--- src/sv/ir_psr_pkg.sv ---
// Shared types and constants for the IR pulse/space recorder.
// Used by the front, back and top-level modules.

package ir_psr_pkg;

    localparam int DUR_W    = 24;
    localparam int MERGE_W  = 25;
    localparam int LEVEL_W  = 9;
    localparam int SEC_W    = 32;
    localparam int USEC_W   = 20;
    localparam int TMO_W    = 8;
    localparam int PROD_W   = 28;   // 255 * 1000000 fits
    localparam int CFG_W    = 24;
    localparam int CFG_IDX_W = 2;

    localparam logic [DUR_W-1:0]   DUR_MAX           = 24'hFF_FFFF;
    localparam logic [LEVEL_W-1:0] HIGH_THRESHOLD    = 9'd128;
    localparam logic [USEC_W-1:0]  MICROS_PER_SECOND = 20'd1000000;

    localparam logic              RST_ACTIVE_LOW  = 1'b1;
    localparam logic [DUR_W-1:0]  RST_GLITCH_LIM  = 24'd250;
    localparam logic [DUR_W-1:0]  RST_LONG_SPACE  = 24'd20000;
    localparam logic [TMO_W-1:0]  RST_TIMEOUT_SEC = 8'd15;

    typedef enum logic [CFG_IDX_W-1:0] {
        REG_ACTIVE_LOW  = 2'd0,
        REG_GLITCH_LIM  = 2'd1,
        REG_LONG_SPACE  = 2'd2,
        REG_TIMEOUT_SEC = 2'd3
    } t_reg_idx;

    typedef struct packed {
        logic [DUR_W-1:0] glitch_lim;
        logic [DUR_W-1:0] long_space;
        logic [TMO_W-1:0] timeout_sec;
    } t_cfg;

    typedef struct packed {
        logic load;
        logic value;
    } t_sense_load;

    // One classified edge between front and back
    typedef struct packed {
        logic [DUR_W-1:0] dur;
        logic             pulse;
    } t_edge;

    // One output word
    typedef struct packed {
        logic [DUR_W-1:0] dur;
        logic             pulse;
        logic             last;
    } t_word;

    function automatic logic [DUR_W-1:0] sat_dur(input logic [MERGE_W-1:0] x);
        sat_dur = x[MERGE_W-1] ? DUR_MAX : x[DUR_W-1:0];
    endfunction

endpackage

--- src/sv/ir_psr_fifo.sv ---
// Small register queue between front and back of the IR recorder.
// Depends on nothing; width and depth come from parameters.

module ir_psr_fifo #(
    parameter int WIDTH = 25,
    parameter int DEPTH = 4
) (
    input  logic             i_clk,
    input  logic             i_rst_n,
    input  logic             i_push,
    input  logic [WIDTH-1:0] i_data,
    output logic             o_ready,
    output logic             o_valid,
    output logic [WIDTH-1:0] o_data,
    input  logic             i_pop
);
    localparam int PTR_W = (DEPTH > 1) ? $clog2(DEPTH) : 1;
    localparam int CNT_W = $clog2(DEPTH + 1);

    logic [WIDTH-1:0] r_mem [DEPTH];
    logic [PTR_W-1:0] r_wr, n_wr;
    logic [PTR_W-1:0] r_rd, n_rd;
    logic [CNT_W-1:0] r_cnt, n_cnt;
    logic             do_push, do_pop;

    assign o_ready = (r_cnt != CNT_W'(DEPTH));
    assign o_valid = (r_cnt != '0);
    assign o_data  = r_mem[r_rd];
    assign do_push = i_push && o_ready;
    assign do_pop  = i_pop && o_valid;

    always_comb begin
        n_wr  = r_wr;
        n_rd  = r_rd;
        n_cnt = r_cnt;
        if (do_push) begin
            n_wr = (r_wr == PTR_W'(DEPTH - 1)) ? '0 : r_wr + 1'b1;
        end
        if (do_pop) begin
            n_rd = (r_rd == PTR_W'(DEPTH - 1)) ? '0 : r_rd + 1'b1;
        end
        if (do_push && !do_pop) begin
            n_cnt = r_cnt + 1'b1;
        end else if (do_pop && !do_push) begin
            n_cnt = r_cnt - 1'b1;
        end
    end

    always_ff @(posedge i_clk) begin
        if (!i_rst_n) begin
            r_wr  <= '0;
            r_rd  <= '0;
            r_cnt <= '0;
        end else begin
            r_wr  <= n_wr;
            r_rd  <= n_rd;
            r_cnt <= n_cnt;
        end
    end

    always_ff @(posedge i_clk) begin
        if (do_push) begin
            r_mem[r_wr] <= i_data;
        end
    end

endmodule

--- src/sv/ir_psr_front.sv ---
// Front of the IR recorder: takes edges, measures the gap, tracks sense.
// Registered compare/subtract and multiply, then combinational add/clamp/classify. Uses ir_psr_pkg.

module ir_psr_front
    import ir_psr_pkg::*;
(
    input  logic               i_clk,
    input  logic               i_rst_n,
    input  logic               i_valid,
    output logic               o_ready,
    input  logic [LEVEL_W-1:0] i_level,
    input  logic [SEC_W-1:0]   i_sec,
    input  logic [USEC_W-1:0]  i_usec,
    input  logic [TMO_W-1:0]   i_timeout_sec,
    input  t_sense_load        i_sense_load,
    output logic               o_push,
    output t_edge              o_edge,
    input  logic               i_q_ready
);
    localparam int UD_W = USEC_W + 1;
    localparam int SUM_W = PROD_W + 2;

    logic [SEC_W-1:0]  r_prev_sec;
    logic [USEC_W-1:0] r_prev_usec;
    logic              r_sense, n_sense;

    // stage 1
    logic              r1_v;
    logic              r1_level, r1_bwd, r1_long;
    logic [TMO_W-1:0]  r1_sd;
    logic [UD_W-1:0]   r1_ud;
    // stage 2
    logic              r2_v;
    logic              r2_level, r2_bwd, r2_long;
    logic [PROD_W-1:0] r2_prod;
    logic [UD_W-1:0]   r2_ud;

    logic              acc, adv2;
    logic              bwd, long_gap;
    logic [SEC_W-1:0]  sdiff;
    logic signed [SUM_W-1:0] gap;
    logic [DUR_W-1:0]  dur;

    assign o_ready = !r1_v || !r2_v || i_q_ready;
    assign acc     = i_valid && o_ready;
    assign adv2    = r1_v && (!r2_v || i_q_ready);
    assign o_push  = r2_v;

    assign sdiff    = i_sec - r_prev_sec;
    assign bwd      = (i_sec < r_prev_sec) || (i_sec == r_prev_sec && i_usec < r_prev_usec);
    assign long_gap = !bwd && (sdiff > {{(SEC_W-TMO_W){1'b0}}, i_timeout_sec});

    always_comb begin
        gap = $signed({2'b00, r2_prod}) + $signed({{(SUM_W-UD_W){r2_ud[UD_W-1]}}, r2_ud});
        if (r2_bwd || r2_long) begin
            dur = DUR_MAX;
        end else if (gap < 0) begin
            dur = '0;
        end else if (gap > $signed({{(SUM_W-DUR_W){1'b0}}, DUR_MAX})) begin
            dur = DUR_MAX;
        end else begin
            dur = gap[DUR_W-1:0];
        end
        // long gap on the active level: flip sense so it reads as a space
        n_sense = (r2_long && (r2_level == r_sense)) ? ~r_sense : r_sense;
        o_edge.dur   = dur;
        o_edge.pulse = (r2_level == n_sense);
    end

    always_ff @(posedge i_clk) begin
        if (!i_rst_n) begin
            r_prev_sec  <= '0;
            r_prev_usec <= '0;
            r_sense     <= RST_ACTIVE_LOW;
            r1_v        <= 1'b0;
            r2_v        <= 1'b0;
        end else begin
            if (acc) begin
                r_prev_sec  <= i_sec;
                r_prev_usec <= i_usec;
            end
            if (i_sense_load.load) begin
                r_sense <= i_sense_load.value;
            end else if (r2_v && i_q_ready) begin
                r_sense <= n_sense;
            end
            if (acc) begin
                r1_v <= 1'b1;
            end else if (adv2) begin
                r1_v <= 1'b0;
            end
            if (adv2) begin
                r2_v <= 1'b1;
            end else if (i_q_ready) begin
                r2_v <= 1'b0;
            end
        end
    end

    always_ff @(posedge i_clk) begin
        if (acc) begin
            r1_level <= (i_level > HIGH_THRESHOLD);
            r1_bwd   <= bwd;
            r1_long  <= long_gap;
            r1_sd    <= sdiff[TMO_W-1:0];
            r1_ud    <= {1'b0, i_usec} - {1'b0, r_prev_usec};
        end
        if (adv2) begin
            r2_level <= r1_level;
            r2_bwd   <= r1_bwd;
            r2_long  <= r1_long;
            r2_prod  <= PROD_W'(r1_sd) * PROD_W'(MICROS_PER_SECOND);
            r2_ud    <= r1_ud;
        end
    end

endmodule

--- src/sv/ir_psr_back.sv ---
// Back of the IR recorder: glitch filter and word emitter.
// Pops classified edges, holds long spaces, sends zero to three words. Uses ir_psr_pkg.

module ir_psr_back
    import ir_psr_pkg::*;
(
    input  logic  i_clk,
    input  logic  i_rst_n,
    input  t_cfg  i_cfg,
    input  logic  i_q_valid,
    input  t_edge i_edge,
    output logic  o_pop,
    output logic  o_valid,
    input  logic  i_ready,
    output t_word o_word
);
    localparam int SLOTS = 3;
    localparam int CNT_W = 2;

    logic                r_held, n_held;
    logic [DUR_W-1:0]    r_held_len, n_held_len;
    logic [MERGE_W-1:0]  r_merged, n_merged;
    t_word               r_slot [SLOTS];
    t_word               n_set  [SLOTS];
    logic [CNT_W-1:0]    r_cnt, n_num;

    logic                take;
    logic [MERGE_W-1:0]  msum;
    logic [DUR_W-1:0]    mp_sat, acc1;
    logic                long_sp;

    assign take    = o_valid && i_ready;
    assign o_valid = (r_cnt != '0);
    assign o_word  = r_slot[0];
    assign o_pop   = i_q_valid && ((r_cnt == '0) || (r_cnt == CNT_W'(1) && take));

    always_comb begin
        msum    = r_merged + {1'b0, i_edge.dur};
        mp_sat  = sat_dur(r_merged);
        acc1    = sat_dur({1'b0, r_held_len} + {1'b0, mp_sat});
        long_sp = (i_edge.dur > i_cfg.long_space);
        n_held     = r_held;
        n_held_len = r_held_len;
        n_merged   = r_merged;
        n_num      = '0;
        for (int k = 0; k < SLOTS; k++) begin
            n_set[k] = '0;
        end
        if (i_edge.pulse) begin
            if (r_held) begin
                n_merged = msum;
                if (msum > {1'b0, i_cfg.glitch_lim}) begin
                    n_set[0] = '{dur: r_held_len,    pulse: 1'b0, last: 1'b0};
                    n_set[1] = '{dur: sat_dur(msum), pulse: 1'b1, last: 1'b1};
                    n_num    = CNT_W'(2);
                    n_held   = 1'b0;
                    n_merged = '0;
                end
            end else begin
                n_set[0] = '{dur: i_edge.dur, pulse: 1'b1, last: 1'b1};
                n_num    = CNT_W'(1);
            end
        end else if (!r_held) begin
            if (long_sp) begin
                n_held_len = i_edge.dur;
                n_held     = 1'b1;
            end else begin
                n_set[0] = '{dur: i_edge.dur, pulse: 1'b0, last: 1'b1};
                n_num    = CNT_W'(1);
            end
        end else if (long_sp) begin
            // fold the glitch pulses and the new space into the held space
            n_held_len = sat_dur({1'b0, acc1} + {1'b0, i_edge.dur});
            n_merged   = '0;
        end else begin
            n_set[0] = '{dur: r_held_len, pulse: 1'b0, last: 1'b0};
            n_set[1] = '{dur: mp_sat,     pulse: 1'b1, last: 1'b0};
            n_set[2] = '{dur: i_edge.dur, pulse: 1'b0, last: 1'b1};
            n_num    = CNT_W'(3);
            n_held   = 1'b0;
            n_merged = '0;
        end
    end

    always_ff @(posedge i_clk) begin
        if (!i_rst_n) begin
            r_held     <= 1'b0;
            r_held_len <= '0;
            r_merged   <= '0;
            r_cnt      <= '0;
        end else if (o_pop) begin
            r_held     <= n_held;
            r_held_len <= n_held_len;
            r_merged   <= n_merged;
            r_cnt      <= n_num;
        end else if (take) begin
            r_cnt <= r_cnt - 1'b1;
        end
    end

    always_ff @(posedge i_clk) begin
        if (o_pop) begin
            for (int k = 0; k < SLOTS; k++) begin
                r_slot[k] <= n_set[k];
            end
        end else if (take) begin
            // advance to the next word of this edge
            for (int k = 0; k < SLOTS - 1; k++) begin
                r_slot[k] <= r_slot[k+1];
            end
        end
    end

endmodule

--- src/sv/ir_pulse_space_recorder.sv ---
// IR pulse/space recorder: takes one receiver edge per item (level sample and
// seconds/microseconds stamp) and emits mode2-style pulse/space words, with long
// spaces held and short glitch pulses folded into them. An edge enters every cycle
// while the four-entry edge queue has room; the front registers it after compare and
// subtract and after the 8 x 20 bit multiply, then adds and clamps before queueing.
// The back retires one queued edge per cycle when it yields at most one word and
// the output does not stall; an edge yielding more words is retired when its last
// word is taken on the single output port. Configuration writes apply on the next
// cycle; writing the polarity register also reloads the current sense.
// Uses ir_psr_pkg, ir_psr_front, ir_psr_fifo and ir_psr_back.

module ir_pulse_space_recorder
    import ir_psr_pkg::*;
#(
    parameter int QUEUE_DEPTH = 4
) (
    input  logic                 i_clk,
    input  logic                 i_rst_n,
    // config write port
    input  logic                 i_cfg_we,
    input  logic [CFG_IDX_W-1:0] i_cfg_idx,
    input  logic [CFG_W-1:0]     i_cfg_data,
    // input edges
    input  logic                 s_axis_tvalid,
    output logic                 s_axis_tready,
    input  logic [63:0]          s_axis_tdata,  // [8:0] level_sample, [40:9] stamp_seconds,
                                                // [60:41] stamp_micros, [63:61] zero
    // output words
    output logic                 m_axis_tvalid,
    input  logic                 m_axis_tready,
    output logic [23:0]          m_axis_tdata,  // [23:0] duration_us
    output logic                 m_axis_tuser,  // [0] is_pulse
    output logic                 m_axis_tlast   // last_word
);
    localparam int EDGE_W = $bits(t_edge);

    t_cfg        r_cfg;
    t_sense_load sense_load;
    logic        q_push, q_ready, q_valid, q_pop;
    t_edge       f_edge, q_edge;
    t_word       word;

    assign sense_load.load  = i_cfg_we && (i_cfg_idx == REG_ACTIVE_LOW);
    assign sense_load.value = i_cfg_data[0];

    always_ff @(posedge i_clk) begin
        if (!i_rst_n) begin
            r_cfg.glitch_lim  <= RST_GLITCH_LIM;
            r_cfg.long_space  <= RST_LONG_SPACE;
            r_cfg.timeout_sec <= RST_TIMEOUT_SEC;
        end else if (i_cfg_we) begin
            unique case (t_reg_idx'(i_cfg_idx))
                // polarity goes straight into the front's sense
                REG_ACTIVE_LOW:  ;
                REG_GLITCH_LIM:  r_cfg.glitch_lim  <= i_cfg_data[DUR_W-1:0];
                REG_LONG_SPACE:  r_cfg.long_space  <= i_cfg_data[DUR_W-1:0];
                REG_TIMEOUT_SEC: r_cfg.timeout_sec <= i_cfg_data[TMO_W-1:0];
                default: ;
            endcase
        end
    end

    ir_psr_front u_front (
        .i_clk         (i_clk),
        .i_rst_n       (i_rst_n),
        .i_valid       (s_axis_tvalid),
        .o_ready       (s_axis_tready),
        .i_level       (s_axis_tdata[8:0]),
        .i_sec         (s_axis_tdata[40:9]),
        .i_usec        (s_axis_tdata[60:41]),
        .i_timeout_sec (r_cfg.timeout_sec),
        .i_sense_load  (sense_load),
        .o_push        (q_push),
        .o_edge        (f_edge),
        .i_q_ready     (q_ready)
    );

    ir_psr_fifo #(
        .WIDTH (EDGE_W),
        .DEPTH (QUEUE_DEPTH)
    ) u_queue (
        .i_clk   (i_clk),
        .i_rst_n (i_rst_n),
        .i_push  (q_push),
        .i_data  (f_edge),
        .o_ready (q_ready),
        .o_valid (q_valid),
        .o_data  (q_edge),
        .i_pop   (q_pop)
    );

    ir_psr_back u_back (
        .i_clk     (i_clk),
        .i_rst_n   (i_rst_n),
        .i_cfg     (r_cfg),
        .i_q_valid (q_valid),
        .i_edge    (q_edge),
        .o_pop     (q_pop),
        .o_valid   (m_axis_tvalid),
        .i_ready   (m_axis_tready),
        .o_word    (word)
    );

    assign m_axis_tdata = word.dur;
    assign m_axis_tuser = word.pulse;
    assign m_axis_tlast = word.last;

endmodule

--- config.mk ---
export PLATFORM = sky130hd
export DESIGN_NAME = ir_pulse_space_recorder
export DESIGN_NICKNAME = d
export VERILOG_FILES = /design/src/sv/ir_psr_pkg.sv /design/src/sv/ir_psr_fifo.sv /design/src/sv/ir_psr_front.sv /design/src/sv/ir_psr_back.sv /design/src/sv/ir_pulse_space_recorder.sv
export SDC_FILE = /design/constraint.sdc
export NUM_CORES = 1
export LEC_CHECK = 0
export BUFFER_PORTS_ARGS = -buffer_cell sky130_fd_sc_hd__buf_2
export CORE_ASPECT_RATIO = 1.5
export CORE_MARGIN = 5
export CORE_UTILIZATION = 68
export CTS_BUF_LIST = sky130_fd_sc_hd__clkbuf_8
export DETAILED_ROUTE_END_ITERATION = 16
export PLACE_DENSITY = 0.95
export SLEW_MARGIN = 15
export SYNTH_ARGS = -nofsm -noshare
export SYNTH_HDL_FRONTEND = slang
export SYNTH_SLANG_ARGS = --single-unit
--- constraint.sdc ---
create_clock -name i_clk -period 15.73 [get_ports i_clk]
set_clock_uncertainty 0.1 [all_clocks]
set_input_delay 1.573 -clock i_clk [delete_from_list [all_inputs] [get_ports i_clk]]
set_output_delay 1.573 -clock i_clk [all_outputs]
set_load 0.01 [all_outputs]
==> results.ini <==
[outcome]
run_status=finished clean

[layout]
final_nets=3229
final_util=0.745
post_route_cells_drive_above_1_share=0.113
syn_to_layout_area_delta_pct=8.43
finish.cell_count_without_fillers=3393

[placed_design]
routabilityCongestion=0.967
placed_cells_incl_taps=3268
post-dp-hpwl_um=50200
post-place-ws_ns=7.72
placement.io_buffers=119

[yosys]
yosysUniqueCellTypes=88
yosys.area.top_type_share=0.289
postSynthAreaPerCell_um2=9.59
yosys_warnings=0
netlist.top_cell.by_area=sky130_fd_sc_hd__edfxtp_1
yosys_most_used_dff=sky130_fd_sc_hd__edfxtp_1
synth-async-reset-ratio=0
number_of_enable_type_register_cells_in_the_synthesized_netlist=255
netlist_instances=2760
synth-seq-area-share=0.419
netlist_area_mm2=0.0265
post_synth_main_area_contributors=sky130_fd_sc_hd__edfxtp_1, sky130_fd_sc_hd__dfxtp_1, sky130_fd_sc_hd__ha_1
postSynthRegisterBits=427
synth.net_count=3145

[floorplan]
pin_count=123
rows=88
die_w_um=171
die-height_um=252
die_area_mm2=0.0431
initial_core_util=0.687
core_mm2=0.0385

[timing]
final_min_period_over_clock_period=0.525
report.final.hold_viol_count=0
rsz_0062_raised_after_global_routing=no
tightest_slew_ns=1.13
fin_tns_setup_ns=0
normalized_max_slew_margin=0.247
finalWorstSetupSlack_ns=7.48
finalMaxSlewViolations=0
fmax_mhz=121
report.final.setup_viol=0
timing.hold.ws_ns=0.319
final_period_minus_worst_setup_slack_ns=8.25

[clock_network]
holdBufCountCts=0
buffer_type_at_the_clock_tree_root=sky130_fd_sc_hd__clkbuf_8
cts_resized=0
cts_setup_buffers=0
cts.reportedPaths.clkPinSlew_ns=0.06
cts_inserted_buffers=67
worst_skew_pair.late_latency_ns=0.65
tritoncts=built
buffers_from_clock_root_to_sink_at_most=3
cts_max_level=3
cts.sink_count=427

[drt]
detailroute.via_count=21700
postRouteWirelength_um=70200
final_antenna_net_count=0
wl_per_cell_um=20.7
drc=0
drt_pre_antenna_iters=6
detailedRoute.firstIterationViolations=1796
viasPerCell=6.40

[global_routing]
grt_max_degree=105
global_route_wire_length_before_repair_um=111000
grt_util_all_layers=0.322
antenna_found_initial=2
grt.overflow.total=0
first_global_vias=22500

[worst_setup_path]
path_max_fanout=29
worstSetupEndpointType=flip-flop
path_class=flip-flop to flip-flop
critical_path_at_ns=8.65
timing.critical_path.required_ns=16.12
worst_setup_path_start_kind=flip-flop

[hold_path]
hold_path_class=flip-flop to flip-flop

[run]
maxCapViolations=0

[power_and_ir_drop]
p_leak_nw=12.1
ir_worst_vdd_v=0.000136
powerDensity_mw_per_mm2=165

==> area by class of cell <==
type | instances | area (um2)
sequential | 427 | 11100
inverter | 213 | 801
clock inverter | 47 | 349
multi-input combinational | 1994 | 14000
clock buffer | 74 | 1020
timing repair buffer | 141 | 777
tap | 495 | 619
antenna | 2 | 5.00
fill | 2470 | 9830
==> routing by layer <==
layer | track usage | part of all wire | vias up
li1 | - | - | 10100
met1 | 0.331 | 0.34 | 10300
met5 | 0 | 0 | -
met2 | 0.575 | 0.51 | 1020
met3 | 0.0553 | 0.063 | 406
met4 | 0.243 | 0.087 | 0
==> flip-flops by register name, indices dropped and copies added (netlist names), 2 cells and up, named ones only <==
signal               cells
u_queue.r_mem          100
u_back.r_slot           77
r_cfg                   56
u_front.r_prev_sec      32
u_back.r_merged         25
u_back.r_held_len       24
u_front.r2_prod         22
u_front.r1_ud           21
u_front.r2_ud           21
u_front.r_prev_usec     20
u_front.r1_sd            8
u_queue.r_cnt            3
u_back.r_cnt             2
u_queue.r_rd             2
u_queue.r_wr             2
==> layout by cell type, fill, tap and decap left out, types with 20 or more instances in the layout <==
cell type / count
sky130_fd_sc_hd__nand2_1: 411
sky130_fd_sc_hd__ha_1: 266
sky130_fd_sc_hd__a21oi_1: 259
sky130_fd_sc_hd__edfxtp_1: 255
sky130_fd_sc_hd__inv_1: 221
sky130_fd_sc_hd__dfxtp_1: 172
sky130_fd_sc_hd__nor2_1: 141
sky130_fd_sc_hd__buf_2: 119
sky130_fd_sc_hd__o21ai_0: 96
sky130_fd_sc_hd__xnor2_1: 78
sky130_fd_sc_hd__clkbuf_8: 74
sky130_fd_sc_hd__a21o_1: 66
sky130_fd_sc_hd__xor2_1: 51
sky130_fd_sc_hd__nand3_1: 49
sky130_fd_sc_hd__o211ai_1: 46
sky130_fd_sc_hd__o21a_1: 38
sky130_fd_sc_hd__a22o_1: 38
sky130_fd_sc_hd__and3_1: 36
sky130_fd_sc_hd__nor2b_1: 32
sky130_fd_sc_hd__nor3_1: 30
sky130_fd_sc_hd__or2_2: 29
sky130_fd_sc_hd__mux4_2: 25
sky130_fd_sc_hd__a31oi_1: 25
sky130_fd_sc_hd__fa_1: 24
sky130_fd_sc_hd__nand2b_1: 22
sky130_fd_sc_hd__buf_4: 20
==> worst max-delay path, cell delays in order, from the launching register on <==
cell	delay, ns
sky130_fd_sc_hd__dfxtp_1	0.88
sky130_fd_sc_hd__or2_2	0.28
sky130_fd_sc_hd__ha_1	0.18
sky130_fd_sc_hd__inv_1	0.06
sky130_fd_sc_hd__fa_1	0.38
sky130_fd_sc_hd__nor2b_1	0.19
sky130_fd_sc_hd__o21a_1	0.16
sky130_fd_sc_hd__o21ai_0	0.15
sky130_fd_sc_hd__a21o_1	0.23
sky130_fd_sc_hd__o21a_1	0.17
sky130_fd_sc_hd__o21ai_0	0.24
sky130_fd_sc_hd__a41oi_1	0.19
sky130_fd_sc_hd__a21oi_1	0.42
sky130_fd_sc_hd__a41o_1	0.24
sky130_fd_sc_hd__o22ai_1	0.07
sky130_fd_sc_hd__buf_4	0.22
sky130_fd_sc_hd__o21ai_0	0.11
sky130_fd_sc_hd__ha_1	0.29
sky130_fd_sc_hd__nor2b_1	0.15
sky130_fd_sc_hd__o21ai_1	0.18
sky130_fd_sc_hd__o22ai_1	0.15
sky130_fd_sc_hd__o41ai_1	0.73
sky130_fd_sc_hd__o211ai_1	0.25
sky130_fd_sc_hd__a41oi_1	0.36
sky130_fd_sc_hd__a311o_1	0.23
sky130_fd_sc_hd__nand4b_1	0.84
sky130_fd_sc_hd__o221ai_1	0.52
sky130_fd_sc_hd__nand2_1	0.11
==> stage by stage <==
stage / power (mW) / cell area [um2]
6_report: 4.75 / 28700
5_1_grt: 5.02 / 28700
4_1_cts: 4.69 / 28700
3_5_place_dp: 3.69 / 27300
3_3_place_gp: 3.57 / 27300
2_1_floorplan: 3.15 / 26500
==> logic make-up after synthesis <==
| logic type | count (synthesis) | share of synthesized area |
|---|---|---|
| AO/OA/AOI/OAI | 712 | 0.174 |
| XOR/XNOR | 129 | 0.0427 |
| adder cells (fa/ha/maj) | 290 | 0.144 |
| buffers and inverters | 339 | 0.0524 |
| flip-flops | 427 | 0.419 |
| multiplexers | 31 | 0.0235 |
| AND/OR/NAND/NOR | 832 | 0.144 |
==> where the power goes <==
part           switching (mW)  internal [mW]  leakage, nW  total, mW
Combinational            1.37          0.812         7.53       2.18
Sequential              0.101           1.49         3.78       1.60
Clock                   0.458          0.520        0.746      0.977
Total                    1.93           2.83         12.1       4.75
==> cell usage after synthesis, types with 5 or more instances <==
master	number
sky130_fd_sc_hd__a22o_1	38
sky130_fd_sc_hd__xor2_1	51
sky130_fd_sc_hd__edfxtp_1	255
sky130_fd_sc_hd__nand2_1	412
sky130_fd_sc_hd__or3_1	12
sky130_fd_sc_hd__o22ai_1	5
sky130_fd_sc_hd__nand2b_1	22
sky130_fd_sc_hd__o2bb2ai_1	11
sky130_fd_sc_hd__o21bai_1	12
sky130_fd_sc_hd__a31oi_1	26
sky130_fd_sc_hd__buf_1	6
sky130_fd_sc_hd__buf_4	24
sky130_fd_sc_hd__nor3_1	30
sky130_fd_sc_hd__o31ai_1	7
sky130_fd_sc_hd__a211oi_1	6
sky130_fd_sc_hd__o211ai_1	46
sky130_fd_sc_hd__and3_1	36
sky130_fd_sc_hd__a21oi_1	260
sky130_fd_sc_hd__nor2b_1	33
sky130_fd_sc_hd__a21o_1	66
sky130_fd_sc_hd__clkbuf_1	86
sky130_fd_sc_hd__mux4_2	25
sky130_fd_sc_hd__dfxtp_1	172
sky130_fd_sc_hd__nand4_1	16
sky130_fd_sc_hd__a21oi_2	7
sky130_fd_sc_hd__o41ai_1	5
sky130_fd_sc_hd__o21ai_0	96
sky130_fd_sc_hd__o221ai_1	19
sky130_fd_sc_hd__ha_1	266
sky130_fd_sc_hd__nor4_1	11
sky130_fd_sc_hd__nand3_1	49
sky130_fd_sc_hd__or2_2	29
sky130_fd_sc_hd__nand3b_1	5
sky130_fd_sc_hd__xnor2_1	78
sky130_fd_sc_hd__nor2_1	144
sky130_fd_sc_hd__o2111ai_1	5
sky130_fd_sc_hd__mux2i_1	6
sky130_fd_sc_hd__inv_1	209
sky130_fd_sc_hd__o21a_1	38
sky130_fd_sc_hd__fa_1	24
sky130_fd_sc_hd__and2_1	11
sky130_fd_sc_hd__buf_2	8
==> worst paths after layout <==
| check | from | to | slack (ns) | cells past startpoint |
|---|---|---|---|---|
| worst min-delay path | u_front.r1_ud[17] | u_front.r2_ud[17] | 0.32 | 0 |
| worst max register to register | u_back.r_merged[24] | u_back.r_held_len[1] | 7.48 | 27 |
| worst max-delay path | u_back.r_merged[24] | u_back.r_held_len[1] | 7.48 | 27 |
| worst min register to register | u_front.r1_ud[17] | u_front.r2_ud[17] | 0.32 | 0 |
No activity file was read; power rests on OpenSTA's default activity.
